## src/rtl/spp_pkg.sv

```systemverilog
// Shared types and constants for the stride prefetch predictor.
// No dependencies; every other file imports this package.
package spp_pkg;

   localparam int DEGREE_BITS     = 4;
   localparam int BLOCK_BITS      = 13;
   localparam int CSR_INDEX_BITS  = 2;
   localparam int CSR_DATA_BITS   = 13;
   localparam int STAMP_BITS      = 32;
   localparam int JOB_QUEUE_DEPTH = 2;

   localparam logic [CSR_INDEX_BITS-1:0] CSR_DEGREE     = 2'd0;
   localparam logic [CSR_INDEX_BITS-1:0] CSR_BLOCK_SIZE = 2'd1;

   localparam logic [DEGREE_BITS-1:0] DEGREE_RESET = 4'd1;
   localparam logic [BLOCK_BITS-1:0]  BLOCK_RESET  = 13'd64;

   typedef enum logic [1:0] {
      MODE_INITIAL   = 2'd0,
      MODE_TRANSIENT = 2'd1,
      MODE_STEADY    = 2'd2,
      MODE_NOPRED    = 2'd3
   } mode_type;

   typedef enum logic [4:0] {
      FS_IDLE   = 5'b00001,
      FS_LOOKUP = 5'b00010,
      FS_SCAN   = 5'b00100,
      FS_UPDATE = 5'b01000,
      FS_STEP   = 5'b10000
   } front_state_type;

endpackage

```

## src/rtl/spp_job_queue.sv

```systemverilog
// Short FIFO of prefetch jobs between the front end and the address generator.
// Depends on spp_pkg.
module spp_job_queue
   import spp_pkg::*;
#(
   parameter int WIDTH = 105,
   parameter int DEPTH = JOB_QUEUE_DEPTH
) (
   input  logic             clock,
   input  logic             reset,
   input  logic             push_valid,
   output logic             push_ready,
   input  logic [WIDTH-1:0] push_data,
   output logic             pop_valid,
   input  logic             pop_ready,
   output logic [WIDTH-1:0] pop_data
);

   localparam int PTR_BITS = (DEPTH > 1) ? $clog2(DEPTH) : 1;
   localparam int CNT_BITS = $clog2(DEPTH + 1);

   logic [WIDTH-1:0]    slot_ff [DEPTH];
   logic [PTR_BITS-1:0] wr_ptr_ff, rd_ptr_ff;
   logic [CNT_BITS-1:0] fill_ff;
   logic                do_push, do_pop;

   assign push_ready = (fill_ff != CNT_BITS'(DEPTH));
   assign pop_valid  = (fill_ff != '0);
   assign pop_data   = slot_ff[rd_ptr_ff];
   assign do_push    = push_valid && push_ready;
   assign do_pop     = pop_valid && pop_ready;

   always_ff @(posedge clock) begin
      if (reset) begin
         wr_ptr_ff <= '0;
         rd_ptr_ff <= '0;
         fill_ff   <= '0;
      end else begin
         if (do_push) begin
            wr_ptr_ff <= (wr_ptr_ff == PTR_BITS'(DEPTH - 1)) ? '0 : wr_ptr_ff + 1'b1;
         end
         if (do_pop) begin
            rd_ptr_ff <= (rd_ptr_ff == PTR_BITS'(DEPTH - 1)) ? '0 : rd_ptr_ff + 1'b1;
         end
         if (do_push && !do_pop) begin
            fill_ff <= fill_ff + 1'b1;
         end else if (do_pop && !do_push) begin
            fill_ff <= fill_ff - 1'b1;
         end
      end
   end

   always_ff @(posedge clock) begin
      if (do_push) begin
         slot_ff[wr_ptr_ff] <= push_data;
      end
   end

endmodule

```

## config.mk

```make
export PLATFORM = sky130hd
export DESIGN_NAME = spp_job_queue
export DESIGN_NICKNAME = d
export VERILOG_FILES = /design/src/rtl/spp_pkg.sv /design/src/rtl/spp_job_queue.sv
export SDC_FILE = /design/constraint.sdc
export NUM_CORES = 1
export LEC_CHECK = 0
export ABC_AREA = 1
export BUFFER_PORTS_ARGS = -buffer_cell sky130_fd_sc_hd__buf_2
export CAP_MARGIN = 20
export CORE_MARGIN = 2
export CORE_UTILIZATION = 56
export CTS_CLUSTER_DIAMETER = 60
export DETAILED_ROUTE_END_ITERATION = 16
export PLACE_DENSITY_LB_ADDON = 0.2
export SKIP_CTS_REPAIR_TIMING = 1
export SLEW_MARGIN = 15
export SYNTH_ARGS = -nofsm -noshare
export SYNTH_HDL_FRONTEND = slang
export SYNTH_SLANG_ARGS = --single-unit
```

## constraint.sdc

```tcl
create_clock -name clock -period 14.3 [get_ports clock]
set_clock_uncertainty 0.05 [all_clocks]
set_input_delay 2.145 -clock clock [delete_from_list [all_inputs] [get_ports clock]]
set_output_delay 2.145 -clock clock [all_outputs]
set_load 0.01 [all_outputs]
```

**Word level (Yosys, flattened, before mapping)**

Memory sizes are Yosys's and may differ from the RTL's. A register that Yosys moved wholly into a read port is not among the register bits.
Index checks and enable logic that the tools add are counted.

- Memory bits (writable): 210
- Input bits: 109
- Register bits: 4
- Output and inout port bits: 107
- Memories kept: 1

- Reduce and logical (&&, ||, !) cells: 8
- Equality and inequality tests: 1
- $add $sub $neg: 4
- Multiplexer cells: 8

Memory list:

| name | words | bits a word | rd ports | clocked after Yosys merged registers in | write ports | line | source |
|---|---|---|---|---|---|---|---|
| slot_ff | 2 | 105 | 1 | 1 | 1 | spp_job_queue.sv:22 | `logic [WIDTH-1:0] slot_ff [DEPTH];` |

Operators by type and width:

| cell | number |
|---|---|
| 1-bit two-way mux | 6 |
| 1-bit logical AND | 4 |
| 2-bit two-way mux | 2 |
| 2-bit nonzero test | 2 |
| 1-bit adder (second input constant) | 2 |
| 2-bit by 1-bit adder with 2-bit output (second input constant) | 1 |
| 1-bit zero test | 2 |
| 2-bit != test (second input constant) | 1 |
| 2-bit by 1-bit subtractor with 2-bit output (second input constant) | 1 |

**Logic depth before layout (Yosys ltp)**

- Depth after elaboration: 6
- Gate-level depth with buffers: 11
- Depth with buffers taken out: 11

**Worst setup path before layout**

No wires, ideal clock.

- Path kind: input to register
- From: input push_valid
- To: memory slot_ff[0][0] (enable)
- Data arrival time: 6606 ps
- Data required time: 13680 ps
- Stages on the path: 2
- Setup time: 570 ps
- Slack: 7075 ps
- Cells stage by stage: nand2_1 > nor2_1

- Cells in the longest elaborated chain, start to end: 3

RTL lines:

| element | line | source |
|---|---|---|
| start: declaration | spp_job_queue.sv:11 | `input logic push_valid,` |
| 1-bit logical AND | spp_job_queue.sv:30 | `assign do_push = push_valid && push_ready;` |
| 1-bit two-way mux | spp_job_queue.sv:54 | `if (do_push) begin` |
| 1-bit two-way mux (implied by the code) | spp_job_queue.sv:55 | `slot_ff[wr_ptr_ff] <= push_data;` |
| end: declaration | spp_job_queue.sv:22 |  |

No other way between the ends.

==> results <==
- The run finished with clean final reports.
- The maximum fanout along the worst path is 55.
- The maximum vdd ir drop is approximately 0.13 mV.
- The final number of hold-violating endpoints is 0.
- The count of nets left with antenna violations once routing finished came out at 0.
- The combined global-route utilization of all metal layers is 0.178.
- In this run the cell area measured after placement is 9270 µm².
- The final cell area excluding filler cells is between 9000 and 10000 µm².
- The worst stage delay on the critical path is roughly 0.88 ns.
- Of the synthesized area, sequential elements account for 0.794.
- The die extent in y is approximately 120 µm.
- The post-synthesis sequential element count is 215.
- Of the total synthesized cell area, the portion taken by XOR and XNOR cells is 0.
- Clock-pin slew was measured on the worst setup and hold paths at around 0.060 ns.
- The slowest stage of the critical path belongs to the cell dfxtp_4.
- Measured against its own limit, the worst slew margin works out to 0.429.
- The number of DRC markers after the initial detailed-route iteration is approximately 250.
- Of the total synthesized cell area, the portion taken by AND, OR, NAND and NOR gates is 0.00946.
- The first global-routing pass estimated ~21 mm of wire.
- Setup repair after global routing left no endpoint under its margin.
- Synthesis produced a netlist with a net count of about 470.
- For the final routed database, the setup TNS stands at 0 ns.
- The via count of the first global-routing pass was 4096.
- TritonCTS created 21 clock buffers.
- The critical path goes through buf_4 > mux2_2 > buf_2.
- The floorplan has 43 rows.
- The number of antenna violations at the first check in global routing is 1.
- The cell taking the most area after synthesis is edfxtp_1.
- After synthesis the cells add up to between 8000 and 9000 µm².
- The number of top-level pins is ~220.
- The synthesized-area fraction occupied by ao, oa, aoi and oai cells is 0.00248.
- The number of warnings issued by yosys is 0.
- After detailed routing, the number of vias per cell comes to between 5 and 6.
- The top cell types in the final layout, fill and taps aside, are 215 x buf_2, 210 x edfxtp_1, 55 x mux2_2.
- The tightest hold path in the finished design has a slack of approximately 0.46 ns.
- Once placement completed, the tool counted placed cells totaling between 700 and 800.
- The fraction of post-synthesis cell area in the top cell type by area is 0.782.
- Leaving out fill and tap cells, the most frequent cell in the layout is buf_2.
- The placeable core region is about 14000 µm².
- In the final design database the tool counted 705 nets.
- The tool flagged a number of max-cap violations equal to 0.
- The die covers roughly 15000 µm².
- From synthesis to final layout, the design area changed by 23.9%.
- Summed over all cells, the static leakage comes to 3.88 nW.
- TritonCTS built the clock tree.
- Setup violations remaining at the end of the flow were counted as 0.
- The buffer levels on the longest clock path is 3.
- The total number of clock tree sinks is 215.
- The mean area per synthesized cell is ~22 µm².
- The minimum clock period is 4.97 ns.
- The final clock period utilization by the worst path is 0.348.
- The die is around 120 µm wide.
- Data on the critical path is required at its endpoint by ~12 ns.
- The maximum number of pins on one net before global-route repair is 56.
- CTS built an H-tree with a depth of 1.
- For this run, the top clock speed supported by timing is 201 MHz.
- After the flow finishes, the layout carries non-filler instances totaling about 790.
- Of the total synthesized cell area, the portion taken by full adders, half adders and majority gates is 0.00155.
- Summed over all nets, the half-perimeter wirelength after detailed placement is around 9.5 mm.
- The type of origin of the critical path is a register.
- The first detailed-routing pass ran for 4 iterations.
- The critical path endpoint category is an output port.
- Data arrives at the worst endpoint at around 2.8 ns.
- The count of unresolved DRC violations after routing is 0.
- After detailed routing, the average wire length per cell comes to around 18 µm.
- The number of different library cells used by synthesis comes to 16.
- The clock latency on the worst-skew pair is 0.48 ns.
- The total buffers and inverters traversed by the critical path is 2.
- The dominant delay contributor by cell family on the critical path is buffers and inverters.
- The share of cells above drive strength 1 is 0.592.
- After synthesis, the cell types taking the most area are edfxtp_1 78%, mux2_4 9.3%, mux2_2 7.7%.
- The total power divided by cell area is about 180 nW/µm².
- The number of port buffers is between 200 and 250.
- The total vias in the final route is approximately 4000.
- Counting every instance in the synthesized netlist gives about 360.
- The wire length after detailed routing is between 10 and 15 mm.
- The final global-route overflow total is 0.
- The initial core utilization is 0.577.
- After synthesis, the largest family of logic cells by area is multiplexers.
- The classification of the worst-slack hold path is register to register.
- The root buffer cell is clkbuf_16.
- The count of final max-slew check failures is 0.
- The congestion estimate from routability-driven global placement came to around 0.73.
- The measured slew at the worst slew-check pin is 0.856 ns.
- The type of the setup path with the least slack is register to output port.
- The multiplexer share of the synthesized area is 0.170.
==> synthesized netlist by cell type (all sizes together) <==
library cell / instances
nand4: 1
buf: 12
nand2: 9
dfxtp: 5
ha: 1
mux2: 105
inv: 8
nor2: 7
edfxtp: 210
o21ai: 2
a21oi: 2
nand3: 2
==> per-stage QoR <==
step	power (mW)	util	setup WS (ns)
finish	1.78	0.715	9.33
global route	1.86	0.714	9.18
CTS	1.80	0.714	9.29
detailed placement	1.24	0.663	9.79
global placement	1.23	0.663	9.85
floorplan	1.12	-	7.07
==> worst reg2reg max path, stage by stage, from the launching register on <==
cell	delay, ns
dfxtp_1	0.33
inv_1	0.09
nand2_1	0.11
nand2_1	0.17
nor2_4	0.13
buf_4	0.60
==> logic make-up after synthesis <==
| logic type | Yosys count |
|---|---|
| buf+inv | 20 |
| fa+ha+maj | 1 |
| mux | 105 |
| flops | 215 |
| compound gates | 4 |
| simple gates | 19 |
==> layout make-up <==
| class | instances | area [µm²] |
|---|---|---|
| Tap cell | 180 | 225 |
| Antenna cell | 2 | 5.00 |
| Fill cell | 923 | 3990 |
| Inverter | 8 | 30.0 |
| Clock inverter | 9 | 123 |
| Sequential cell | 215 | 6410 |
| Timing Repair Buffer | 220 | 1110 |
| Clock buffer | 29 | 596 |
| Multi-Input combinational cell | 129 | 1490 |
==> where the power goes <==
group / leakage [nW] / internal [mW] / switching [mW]
Clock: 0.356 / 0.345 / 0.213
Sequential: 2.00 / 0.798 / 0.0396
Combinational: 1.52 / 0.189 / 0.196
==> per-layer routing <==
layer	GRT usage	routed length, µm	up-vias
met5	0	0	-
met4	0.0365	142	0
met3	0.0476	1400	16
met2	0.311	7210	190
met1	0.226	5590	1985
li1	-	-	1896
==> registers in the layout, indices dropped and copies added, names as in the netlist, named ones only <==
name and flops:
rd_ptr_ff 1, slot_ff 210, fill_ff 2, wr_ptr_ff 1
==> worst paths after layout <==
check | from | endpoint | slack (ns) | cells past startpoint
min | rd_ptr_ff | rd_ptr_ff | 0.46 | 2
min reg2reg | rd_ptr_ff | rd_ptr_ff | 0.46 | 2
max | register | pop_data[104] | 9.33 | 3
max reg2reg | fill_ff[0] | slot_ff[1][61] | 12.41 | 5
No activity file was read; power rests on OpenSTA's default activity.
