[src/rtl/spp_pkg.sv]
// Shared types and constants for the stride prefetch predictor.
// No dependencies; every other file imports this package.
package spp_pkg;

   localparam int DEGREE_BITS     = 4;
   localparam int BLOCK_BITS      = 13;
   localparam int CSR_INDEX_BITS  = 2;
   localparam int CSR_DATA_BITS   = 13;
   localparam int STAMP_BITS      = 32;
   localparam int JOB_QUEUE_DEPTH = 2;

   localparam logic [CSR_INDEX_BITS-1:0] CSR_DEGREE     = 2'd0;
   localparam logic [CSR_INDEX_BITS-1:0] CSR_BLOCK_SIZE = 2'd1;

   localparam logic [DEGREE_BITS-1:0] DEGREE_RESET = 4'd1;
   localparam logic [BLOCK_BITS-1:0]  BLOCK_RESET  = 13'd64;

   typedef enum logic [1:0] {
      MODE_INITIAL   = 2'd0,
      MODE_TRANSIENT = 2'd1,
      MODE_STEADY    = 2'd2,
      MODE_NOPRED    = 2'd3
   } mode_type;

   typedef enum logic [4:0] {
      FS_IDLE   = 5'b00001,
      FS_LOOKUP = 5'b00010,
      FS_SCAN   = 5'b00100,
      FS_UPDATE = 5'b01000,
      FS_STEP   = 5'b10000
   } front_state_type;

endpackage

[src/rtl/spp_if.sv]


interface spp_rsp_if
   import spp_pkg::*;
#(
   parameter int ADDR_BITS = 48
);
   logic                 valid;
   logic                 ready;
   logic [ADDR_BITS-1:0] prefetch_addr;
   logic                 last_of_run;

   modport source (output valid, prefetch_addr, last_of_run, input ready);
   modport sink   (input valid, prefetch_addr, last_of_run, output ready);
endinterface


[src/rtl/spp_back.sv]
// Back end: walks one job, emitting base + d*step for d = 1..count, one per cycle while rsp is ready.
// Holds the result in an output register. Depends on spp_pkg and spp_if.
module spp_back
   import spp_pkg::*;
#(
   parameter int ADDR_BITS  = 48,
   parameter int MAX_DEGREE = 8,
   parameter int CNT_BITS   = $clog2(MAX_DEGREE + 1)
) (
   input  logic                 clock,
   input  logic                 reset,
   input  logic                 job_valid,
   output logic                 job_ready,
   input  logic [ADDR_BITS-1:0] job_addr,
   input  logic [ADDR_BITS-1:0] job_step,
   input  logic [CNT_BITS-1:0]  job_count,
   spp_rsp_if.source            rsp
);

   logic                 active_ff;
   logic [ADDR_BITS-1:0] cur_ff;
   logic [ADDR_BITS-1:0] step_ff;
   logic [CNT_BITS-1:0]  idx_ff;
   logic [CNT_BITS-1:0]  count_ff;
   logic                 out_valid_ff;
   logic [ADDR_BITS-1:0] out_addr_ff;
   logic                 out_last_ff;
   logic                 load_out, at_end;

   assign job_ready         = !active_ff;
   assign load_out          = active_ff && (!out_valid_ff || rsp.ready);
   assign at_end            = (idx_ff == count_ff);
   assign rsp.valid         = out_valid_ff;
   assign rsp.prefetch_addr = out_addr_ff;
   assign rsp.last_of_run   = out_last_ff;

   always_ff @(posedge clock) begin
      if (reset) begin
         active_ff    <= 1'b0;
         out_valid_ff <= 1'b0;
      end else begin
         if (job_valid && job_ready) begin
            active_ff <= 1'b1;
         end else if (load_out && at_end) begin
            active_ff <= 1'b0;
         end
         if (load_out) begin
            out_valid_ff <= 1'b1;
         end else if (rsp.ready) begin
            out_valid_ff <= 1'b0;
         end
      end
   end

   always_ff @(posedge clock) begin
      if (job_valid && job_ready) begin
         cur_ff   <= job_addr + job_step;
         step_ff  <= job_step;
         idx_ff   <= CNT_BITS'(1);
         count_ff <= job_count;
      end else if (load_out) begin
         cur_ff <= cur_ff + step_ff;
         idx_ff <= idx_ff + 1'b1;
      end
      if (load_out) begin
         out_addr_ff <= cur_ff;
         out_last_ff <= at_end;
      end
   end

endmodule

[src/flat_wrapper.sv]
// flat-port wrapper written by rule: the top's interface ports become plain ports
module spp_back_flat import spp_pkg::*;
#(
   parameter int ADDR_BITS  = 48,
   parameter int MAX_DEGREE = 8,
   parameter int CNT_BITS   = $clog2(MAX_DEGREE + 1)
)
  (clock, reset, job_valid, job_ready, job_addr, job_step, job_count, rsp_valid, rsp_prefetch_addr, rsp_last_of_run, rsp_ready);
  spp_rsp_if #(.ADDR_BITS(ADDR_BITS)) rsp_i ();
  input  logic clock;
  input  logic reset;
  input  logic job_valid;
  output logic job_ready;
  input  logic [ADDR_BITS-1:0] job_addr;
  input  logic [ADDR_BITS-1:0] job_step;
  input  logic [CNT_BITS-1:0] job_count;
  output wire logic [$bits(rsp_i.valid)-1:0] rsp_valid;
  output wire logic [$bits(rsp_i.prefetch_addr)-1:0] rsp_prefetch_addr;
  output wire logic [$bits(rsp_i.last_of_run)-1:0] rsp_last_of_run;
  input wire logic [$bits(rsp_i.ready)-1:0] rsp_ready;
  assign rsp_valid = rsp_i.valid;
  assign rsp_prefetch_addr = rsp_i.prefetch_addr;
  assign rsp_last_of_run = rsp_i.last_of_run;
  assign rsp_i.ready = rsp_ready;
  spp_back #(.ADDR_BITS(ADDR_BITS), .MAX_DEGREE(MAX_DEGREE), .CNT_BITS(CNT_BITS)) u_core (.clock(clock), .reset(reset), .job_valid(job_valid), .job_ready(job_ready), .job_addr(job_addr), .job_step(job_step), .job_count(job_count), .rsp(rsp_i));
endmodule
[config.mk]
export PLATFORM = sky130hd
export DESIGN_NAME = spp_back_flat
export DESIGN_NICKNAME = d
export VERILOG_FILES = /design/src/rtl/spp_pkg.sv /design/src/rtl/spp_if.sv /design/src/rtl/spp_back.sv /design/src/flat_wrapper.sv
export SDC_FILE = /design/constraint.sdc
export NUM_CORES = 1
export LEC_CHECK = 0
export ABC_AREA = 1
export BUFFER_PORTS_ARGS = -buffer_cell sky130_fd_sc_hd__buf_2
export CAP_MARGIN = 20
export CORE_MARGIN = 2
export CORE_UTILIZATION = 45
export DETAILED_ROUTE_END_ITERATION = 7
export PLACE_DENSITY = 0.71
export REMOVE_ABC_BUFFERS = 1
export SLEW_MARGIN = 15
export SYNTH_ARGS = -nofsm -noshare
export SYNTH_HDL_FRONTEND = slang
export SYNTH_SLANG_ARGS = --single-unit
[constraint.sdc]
create_clock -name clock -period 7.7 [get_ports clock]
set_input_delay 0 -clock clock [delete_from_list [all_inputs] [get_ports clock]]
set_output_delay 0 -clock clock [all_outputs]
set_load 0.01 [all_outputs]
## Yosys cells after proc, flatten, opt, wreduce, memory -nomap -nowiden

Index checks and enable logic that the tools add are counted.

| word-level totals | value |
|---|---|
| flip-flop bits (word level) | 155 |
| input bits | 104 |
| output and inout bits | 51 |
| logic and storage cells | 27 |

| cells by class | value |
|---|---|
| add/sub/neg operators | 3 |
| eq/ne operators | 1 |
| mux-type cells | 6 |
| reductions and logical operators | 9 |

Operator list:

| kind | number |
|---|---|
| $add A48 B48 Y48 | 2 |
| $mux W48 | 2 |
| $reduce_bool A2 Y1 | 3 |
| $add A4 B1 Y4 const B | 1 |
| $eq A4 B4 Y1 | 1 |
| $mux W1 | 4 |
| $logic_and A1 B1 Y1 | 3 |
| $logic_not A1 Y1 | 2 |
| $logic_or A1 B1 Y1 | 1 |

## Depth between registers and ports, before layout

Gate-level depths: netlist of the first run.

| logic depth | value |
|---|---|
| word-level depth | 6 |
| depth in mapped cells | 15 |
| mapped depth without buffers | 15 |

## Least setup slack after synthesis of the first run

No wires, ideal clock.

| timing | value |
|---|---|
| path kind | reg-to-reg |
| from | register u_core.out_valid_ff (netlist: u_core.rsp.valid) |
| to | register u_core.cur_ff[0], enable pin |
| setup time | 0.403 ns |
| arrival time | 2.660 ns |
| required time | 7.297 ns |
| setup slack | 4.637 ns |
| cell stages (with the launch flop) | 6 |
| path buffers | 0 |
| period minus slack after synthesis | 3.063 ns |
| cell sequence | dfxtp_1 nand2_1 nand2_1 inv_1 nor2_1 inv_1 |

| on the way | value |
|---|---|
| word-level cells in the longest chain between the ends | 4 |

RTL lines:

| item | RTL line | text |
|---|---|---|
| start: declaration | spp_back.sv:25 | `logic out_valid_ff;` |
| start signal: assignment | spp_back.sv:40 | `out_valid_ff <= 1'b0;` |
| start signal: assignment | spp_back.sv:48 | `out_valid_ff <= 1'b1;` |
| start signal: assignment | spp_back.sv:50 | `out_valid_ff <= 1'b0;` |
| $logic_not A1 Y1 | spp_back.sv:31 | `assign load_out = active_ff && (!out_valid_ff \|\| rsp.ready);` |
| $logic_or A1 B1 Y1 | spp_back.sv:31 |  |
| $logic_and A1 B1 Y1 | spp_back.sv:31 |  |
| named net u_core.load_out | spp_back.sv:28 | `logic load_out, at_end;` |
| $reduce_bool A2 Y1 (no source line) | -- |  |
| end signal: assignment | spp_back.sv:57 | `cur_ff <= job_addr + job_step;` |
| end signal: assignment | spp_back.sv:62 | `cur_ff <= cur_ff + step_ff;` |
| end: declaration | spp_back.sv:21 | `logic [ADDR_BITS-1:0] cur_ff;` |

The timed path passes the listed nets, and every way through them passes these cells.
A chain may end at the register's enable or synchronous reset.

## Worst setup path in the final report of the first run

| timing | value |
|---|---|
| from | register u_core.cur_ff[0] |
| to | register u_core.cur_ff[30] (data pin) |

| on the way | value |
|---|---|
| word-level cells in the longest chain between the ends | 3 |

RTL lines:

| item | RTL line | text |
|---|---|---|
| $add A48 B48 Y48 | spp_back.sv:62 |  |
| $mux W48 | spp_back.sv:61 | `end else if (load_out) begin` |
| $mux W48 | spp_back.sv:56 | `if (job_valid && job_ready) begin` |

Every way passes these cells. The select of a mux whose other input is x is not followed.

==> impl_metrics.csv, run 1 <==
group,metric,value,unit
run_status,status,"completed",
placement,gp_congestion,1.02,
synthesis,ys.flop_type,"edfxtp_1",
sta,finalSetupViolCount,0,
worst_setup_path,crit_type,"flip-flop to flip-flop",
synthesis,synth-edff-count,149,
worst_setup_path,arrival,2.77,ns
worst_setup_path,worst_path_most_repeated_cell,"nand2_1",
worst_hold_path,hp-start,"rsp_ready",
cts,clk_pin_slew,0.07,ns
cts,ctsResizeCount,0,
cts,cts_num_sinks,155,
detailed_routing,drt-pass1-iter-count,7,
worst_hold_path,worstHoldPathCells,6,
synthesis,synth_common_cells,"nand2_1, inv_1, edfxtp_1",
synthesis,synth-simple-area-share,38.3,%
floorplanning,num_rows,64,
synthesis,synth_top_area_cell,"edfxtp_1",
placement,hpwl,38200,um
synthesis,synth-compound-area-share,4.81,%
synthesis,synthCells,2108,
pwr,peakVddDrop,0.160,mV
pwr,clockPowerShare,22.6,%
pwr,p_sw,1.55,mW
detailed_routing,detail_route.wl_per_cell,16.9,um
synthesis,synth.most_common_cell,"nand2_1",
flow_run,maxCapViolCount,0,
global_route,grt.overflow.total,0,
pwr,intPower,2.13,mW
detailed_routing,drc_errors,0,
sta,worst_slew_pin_slew,1.08,ns
pwr,p_per_area,228,nW/um^2
worst_setup_path,worstPathMaxFanout,4,
global_route,grt_max_degree,58,
synthesis,yosysWarnings,0,
pwr,p_total,3.68,mW
sta,hold_ws,0.0726,ns
worst_setup_path,r2r_end,"u_core.cur_ff[30]",
worst_setup_path,cpPeakStageDelay,0.44,ns
sta,relSlewSlack,27.6,%
floorplanning,core,30300,um^2
synthesis,synthArstFlopShare,0,%
cells_and_area,finalInstanceArea,16200,um^2
synthesis,syn_avg_cell_area,6.53,um^2
floorplanning,fp.dieW,179,um
worst_setup_path,required,7.86,ns
worst_setup_path,worst_r2r_path_depth,13,
placement,post_dp_cell_area,15000,um^2
cells_and_area,area_growth,17.5,%
global_route,grt_pass1_wl,69600,um
synthesis,ys_top_cells_by_area,"edfxtp_1, nand2_1, inv_1",
detailed_routing,drt-initial-drc-count,1480,
cts,clock_path_buffers,2,
worst_setup_path,crit_path_start_kind,"flip-flop",
worst_setup_path,r2r_slack,5.09,ns
sta,finalWorstSetupSlack,5.09,ns
sta,fin_setup_tns,0,ns
cells_and_area,fill_cells,3057,
synthesis,muxShareOfSynthArea,0.0727,%
floorplanning,die_area,32000,um^2
synthesis,yosysSeqAreaShare,33.4,%
cells_and_area,diodes,0,
worst_setup_path,timing.critical_path.to_type,"flip-flop",
global_route,grt_usage,29.2,%
detailed_routing,avgViaCountPerCell,4.99,
pwr,p_leak,8.67,nW
synthesis,synthAdderAreaFrac,8.93,%
worst_setup_path,worstPathCellList,"ha_1 -> inv_1 -> fa_1 -> inv_1 -> nand2_1 -> nand3_1 -> nand2_1 -> nand2_1 -> nand2_1 -> nand3_1 -> nand2_1 -> nand3_1 -> o21ai_1",
global_route,grt_pass1_vias,12800,
floorplanning,pin_count,155,
synthesis,ys_ff_latch,155,
synthesis,synth_top_family_by_area,"simple AND/OR/NAND/NOR gates",
cells_and_area,drive_above_1_share,13.6,%
worst_setup_path,cp_top_family,"simple AND/OR/NAND/NOR gates",
worst_setup_path,critPathBufInv,2,
worst_setup_path,worstReg2RegStart,"u_core.cur_ff[0]",
pwr,switching_share,42.2,%
synthesis,synth_xor_area_share,1.53,%
worst_setup_path,cp_slowest_cell,"fa_1",
cts,cts_max_level,4,
sta,finalCritPeriodShare,33.9,%
detailed_routing,antenna_left,0,
worst_hold_path,holdPathEnd,"u_core.idx_ff[0]",
detailed_routing,num_vias,13700,
placement,port_buffers,154,
sta,final_hold_viol_count,0,
cts,cts-root-buf,"clkbuf_16",
synthesis,syn_area,13800,um^2
sta,fin_skew,0.0119,ns
synthesis,synth_top_area_share,32.5,%
sta,finalCriticalPeriod,2.61,ns
cts,cts_inserted_buffers,17,
sta,rsz0062_at_grt,"no",
placement,pre_cts_ws,5.20,ns
cts,insertion_delay,0.44,ns
synthesis,synth.distinct_cells,36,
cells_and_area,nNetsFinal,2533,
pwr,seq_power_share,32.6,%
cts,cts_tree,"yes",
pwr,comb_power_share,44.8,%
floorplanning,chipHeight,179,um
sta,final_max_slew_viol_count,0,
sta,fmax,383,MHz
worst_hold_path,hp-class,"input pin to flip-flop",
global_route,grt_antenna_before_repair,2,
floorplanning,initial_core_util,45.3,%
detailed_routing,wl,46400,um
## flip-flops by register name (all words and copies together) (netlist names)
name                      cells
u_core.rsp.valid              1
u_core.rsp.last_of_run        1
u_core.idx_ff                 4
u_core.active_ff              1
u_core.count_ff               4
u_core.step_ff               48
u_core.cur_ff                48
u_core.rsp.prefetch_addr     48
## worst max path at each step
stage               cells after the start             start  slack [ns]           endpoint
finish                                 13  u_core.cur_ff[0]        5.09  u_core.cur_ff[30]
global route                           13  u_core.cur_ff[0]        4.97  u_core.cur_ff[30]
CTS                                    13  u_core.cur_ff[0]        5.19  u_core.cur_ff[30]
detailed placement                     13  u_core.cur_ff[0]        5.20  u_core.cur_ff[30]
global placement                       13  u_core.cur_ff[0]        5.21  u_core.cur_ff[30]
floorplan                               5  u_core.active_ff        3.29   u_core.cur_ff[8]
## metal layers
metal	up-vias	track usage [%]	share of wire, %
li1	6960	-	-
met1	6154	40.3	44
met2	489	47.3	45
met3	65	4.50	8.6
met4	2	8.47	2.6
met5	-	0	0.028
## area by class of cell
cell class,instances,area (um^2),share of cell area (%)
clock buffers,19,433,2.68
clock inverters,13,143,0.882
inverters,466,1750,10.8
multi-input cells,1478,7380,45.6
flip-flops and latches,155,4590,28.4
well taps,396,495,3.06
repair buffers,214,1370,8.50
## placed cells by master, fill, tap and decap left out, types with 5 or more instances in the layout
cell | synthesis | final
ha_1 | 95 | 95
nand4_1 | 21 | 21
o21bai_1 | 5 | 5
nor2_4 | 9 | 10
dfxtp_1 | 6 | 6
inv_2 | 21 | 23
inv_1 | 444 | 442
nand3b_1 | 7 | 7
nand3_2 | 11 | 11
dlygate4sd3_1 | 0 | 56
o21ai_0 | 33 | 33
edfxtp_1 | 149 | 149
nor4_1 | 7 | 7
nor3_2 | 6 | 6
nor3_1 | 6 | 6
clkbuf_16 | 0 | 17
nand2_1 | 831 | 831
buf_2 | 2 | 154
nand3_1 | 118 | 118
a21oi_1 | 80 | 80
nor2_2 | 54 | 53
xor2_1 | 21 | 21
nand2_2 | 29 | 29
nor2_1 | 125 | 125
## stage by stage
| step | util, % | cells |
|---|---|---|
| after CTS | 53.3 | 2741 |
| after global placement | 49.5 | 2652 |
| after detailed placement | 49.5 | 2653 |
| after global routing | 53.3 | 2741 |
| after floorplan | - | 2099 |
| final | 53.3 | 2741 |
## worst reg2reg max path, cell delays in order, from the launching register on
cell and delay, ns:
edfxtp_1 0.36, ha_1 0.22, inv_1 0.08, fa_1 0.44, inv_1 0.10, nand2_1 0.07
nand3_1 0.19, nand2_1 0.08, nand2_1 0.22, nand2_1 0.12, nand3_1 0.13, nand2_1 0.10
nand3_1 0.09, o21ai_1 0.15
## power groups by stage
| stage | Clock [mW] | Combinational (mW) | Sequential [mW] |
|---|---|---|---|
| 2_1_floorplan | 0 | 1.11 | 1.19 |
| 3_3_place_gp | 0 | 1.57 | 1.21 |
| 3_5_place_dp | 0 | 1.59 | 1.22 |
| 4_1_cts | 0.838 | 1.62 | 1.20 |
| 5_1_grt | 0.867 | 1.84 | 1.21 |
| 6_report | 0.832 | 1.65 | 1.20 |
## kinds of logic (layout without fill, tap and decap cells)
logic type                 after synthesis  in the layout
adders and majority gates               97             97
xor gates and xnor gates                24             24
and+or+nand+nor                       1230           1230
AOI/OAI and AO/OA                      126            126
DFF                                    155            155
muxes                                    1              1
buffers and inverters                  475            712
## what timing repair did
item | CTS | global route
setup endpoints to repair | 0 | 0
setup buffers | 0 | 0
hold buffers | 56 | 0
endpoints found under the hold margin | 55 | 0
Power figures use the tool's default switching activity.
==> run 2, diff against run 1 <==
--- a/config.mk
+++ b/config.mk
@@ -11,7 +11,7 @@
 export CORE_MARGIN = 2
 export CORE_UTILIZATION = 45
 export DETAILED_ROUTE_END_ITERATION = 7
-export PLACE_DENSITY = 0.71
+export PLACE_DENSITY = 0.73
 export REMOVE_ABC_BUFFERS = 1
 export SLEW_MARGIN = 15
 export SYNTH_ARGS = -nofsm -noshare
==> constraint.sdc (replaced) <==
create_clock -name clock -period 2.4 [get_ports clock]
set_input_delay 0 -clock clock [delete_from_list [all_inputs] [get_ports clock]]
set_output_delay 0 -clock clock [all_outputs]
set_load 0.01 [all_outputs]
==> impl_metrics.csv, run 2 (synthesis results as in run 1) <==
group,metric,value,unit
run_status,status,"completed",
detailed_routing,wl,48100,um
detailed_routing,drt-initial-drc-count,1396,
pwr,comb_power_share,46.8,%
pwr,p_per_area,733,nW/um^2
worst_setup_path,r2r_end,"u_core.cur_ff[47]",
cells_and_area,mostFrequentLayoutCells,"nand2_1, inv_1, buf_2",
cts,cts_tree,"yes",
worst_setup_path,worst_r2r_path_depth,12,
cts,cts_inserted_buffers,17,
detailed_routing,num_vias,14200,
floorplanning,pin_count,155,
global_route,grt.overflow.total,0,
floorplanning,core,30300,um^2
sta,finalCritPeriodShare,96.0,%
worst_setup_path,required,2.59,ns
detailed_routing,detail_route.wl_per_cell,17.3,um
detailed_routing,drt-pass1-iter-count,5,
placement,gp_congestion,1.00,
floorplanning,die_area,32000,um^2
pwr,switching_share,41.9,%
sta,finalCriticalPeriod,2.30,ns
worst_setup_path,worstReg2RegStart,"u_core.cur_ff[30]",
cts,cts_num_sinks,155,
placement,hpwl,39100,um
detailed_routing,avgViaCountPerCell,5.09,
global_route,grt_antenna_before_repair,1,
worst_setup_path,crit_type,"flip-flop to flip-flop",
cts,cts-root-buf,"clkbuf_16",
worst_setup_path,cp_top_family,"simple AND/OR/NAND/NOR gates",
global_route,grt_max_degree,60,
placement,port_buffers,154,
pwr,intPower,7.15,mW
pwr,clockPowerShare,21.7,%
sta,final_max_slew_viol_count,0,
sta,finalSetupViolCount,0,
worst_hold_path,hp-start,"rsp_ready",
worst_setup_path,arrival,2.50,ns
floorplanning,fp.dieW,179,um
pwr,p_sw,5.17,mW
worst_setup_path,crit_path_start_kind,"flip-flop",
floorplanning,chipHeight,179,um
sta,worst_slew_pin_slew,0.738,ns
worst_setup_path,timing.critical_path.to_type,"flip-flop",
cts,clock_path_buffers,2,
cells_and_area,area_growth,22.1,%
global_route,grt_usage,30.3,%
worst_hold_path,worstHoldPathCells,6,
cts,insertion_delay,0.44,ns
worst_setup_path,critPathBufInv,2,
pwr,p_leak,8.89,nW
cells_and_area,diodes,0,
worst_setup_path,worst_path_most_repeated_cell,"nand2_1",
worst_setup_path,r2r_slack,0.1,ns
sta,final_hold_viol_count,0,
cells_and_area,nNetsFinal,2573,
cells_and_area,final_common_cell,"nand2_1",
global_route,grt_pass1_vias,13200,
cts,cts_max_level,4,
global_route,grt_pass1_wl,72100,um
placement,post_dp_cell_area,15400,um^2
worst_hold_path,hp-class,"input pin to flip-flop",
pwr,seq_power_share,31.5,%
cells_and_area,post-route-util,55.4,%
cts,clk_pin_slew,0.07,ns
pwr,peakVddDrop,0.445,mV
sta,fin_skew,0.0114,ns
detailed_routing,drc_errors,0,
detailed_routing,antenna_left,0,
sta,fmax,434,MHz
sta,relSlewSlack,50.8,%
worst_setup_path,cp_slowest_cell,"edfxtp_1",
floorplanning,initial_core_util,45.3,%
worst_setup_path,worstPathMaxFanout,4,
flow_run,maxCapViolCount,0,
floorplanning,num_rows,64,
worst_hold_path,holdPathEnd,"u_core.idx_ff[0]",
worst_setup_path,worstPathCellList,"ha_4 -> buf_4 -> nand2_2 -> inv_1 -> nand2_1 -> nand2_1 -> a21oi_1 -> nand2_1 -> nand2_1 -> nand4_1 -> nand3_1 -> nand2_1",
cells_and_area,finalInstanceArea,16800,um^2
cells_and_area,drive_above_1_share,17.1,%
worst_setup_path,cpPeakStageDelay,0.52,ns
run 2: cell types whose count changed in the layout (fill, tap and decap cells not counted), moves of 3 or more:
cell	delta
ha_4	+13
buf_12	+4
ha_1	-24
nor2_1	-5
nand3_1	-7
ha_2	+11
buf_4	+36
nor2_2	+5
nand3_2	+6
nand2_2	+3
nand2_1	-3
run 2: power by group through the flow:
stage / clock [mW] / sequential [mW] / combinational [mW]
after floorplan: 0 / 3.83 / 3.55
after global routing: 2.81 / 3.91 / 6.37
final: 2.67 / 3.88 / 5.77
after global placement: 0 / 3.87 / 5.29
after detailed placement: 0 / 3.89 / 5.34
after CTS: 2.71 / 3.83 / 5.46
run 2: worst max-delay path by stage:
| stage | from | to | slack, ns | cells past startpoint |
|---|---|---|---|---|
| 2_1_floorplan | u_core.active_ff | u_core.cur_ff[8] | -2.01 | 5 |
| 3_3_place_gp | u_core.cur_ff[27] | u_core.cur_ff[36] | -0.16 | 11 |
| 3_5_place_dp | u_core.cur_ff[33] | u_core.cur_ff[36] | -0.12 | 11 |
| 4_1_cts | u_core.cur_ff[0] | u_core.cur_ff[24] | 0.004 | 13 |
| 5_1_grt | job_step[0] | u_core.cur_ff[40] | -0.02 | 17 |
| 6_report | u_core.cur_ff[30] | u_core.cur_ff[47] | 0.1 | 12 |
run 2: area by class of cell:
cell class	instances	area (um^2)
clock buffers	18	429
fillers	2919	13500
multi-input cells	1478	7660
flip-flops and latches	155	4590
inverters	466	1750
clock inverters	14	148
well taps	396	495
repair buffers	254	1720
run 2: repair_timing:
item,in CTS,in global routing
cloned,0,0
setup endpoints to repair,2,16
endpoints found under the hold margin,55,0
resized for setup,2,57
setup buffers,0,4
hold buffers,56,0
pin swaps,0,3
run 2: tightest hold or removal path: cells and delay by family:
family | cells | cell delay [ns]
AND/OR/NAND/NOR | 3 | 0.29
buffers and inverters | 2 | 0.11
AO/OA/AOI/OAI | 1 | 0.05
run 2: layer usage:
metal  part of all wire (%)  wire [um]  vias up  global-route usage [%]
met4                    3.7       1790        0                    12.2
met1                     44      21000     6519                    41.3
met5                      0          0        -                       0
met2                     45      21900      540                    48.9
li1                       -          -     7010                       -
met3                    7.2       3470       88                    3.63
run 2: metrics by stage:
stage	total power, mW	setup TNS (ns)	setup WS, ns	hold WS (ns)	std cells
after global placement	9.16	-0.158	-0.158	0.171	2689
final	12.3	0	0.0966	0.0728	2781
after detailed placement	9.23	-0.147	-0.122	0.178	2689
after floorplan	7.38	-209.53	-2.01	0.0691	2099
after CTS	12.0	0	0.00398	0.0245	2777
after global routing	13.1	-0.0410	-0.0244	0.104	2781
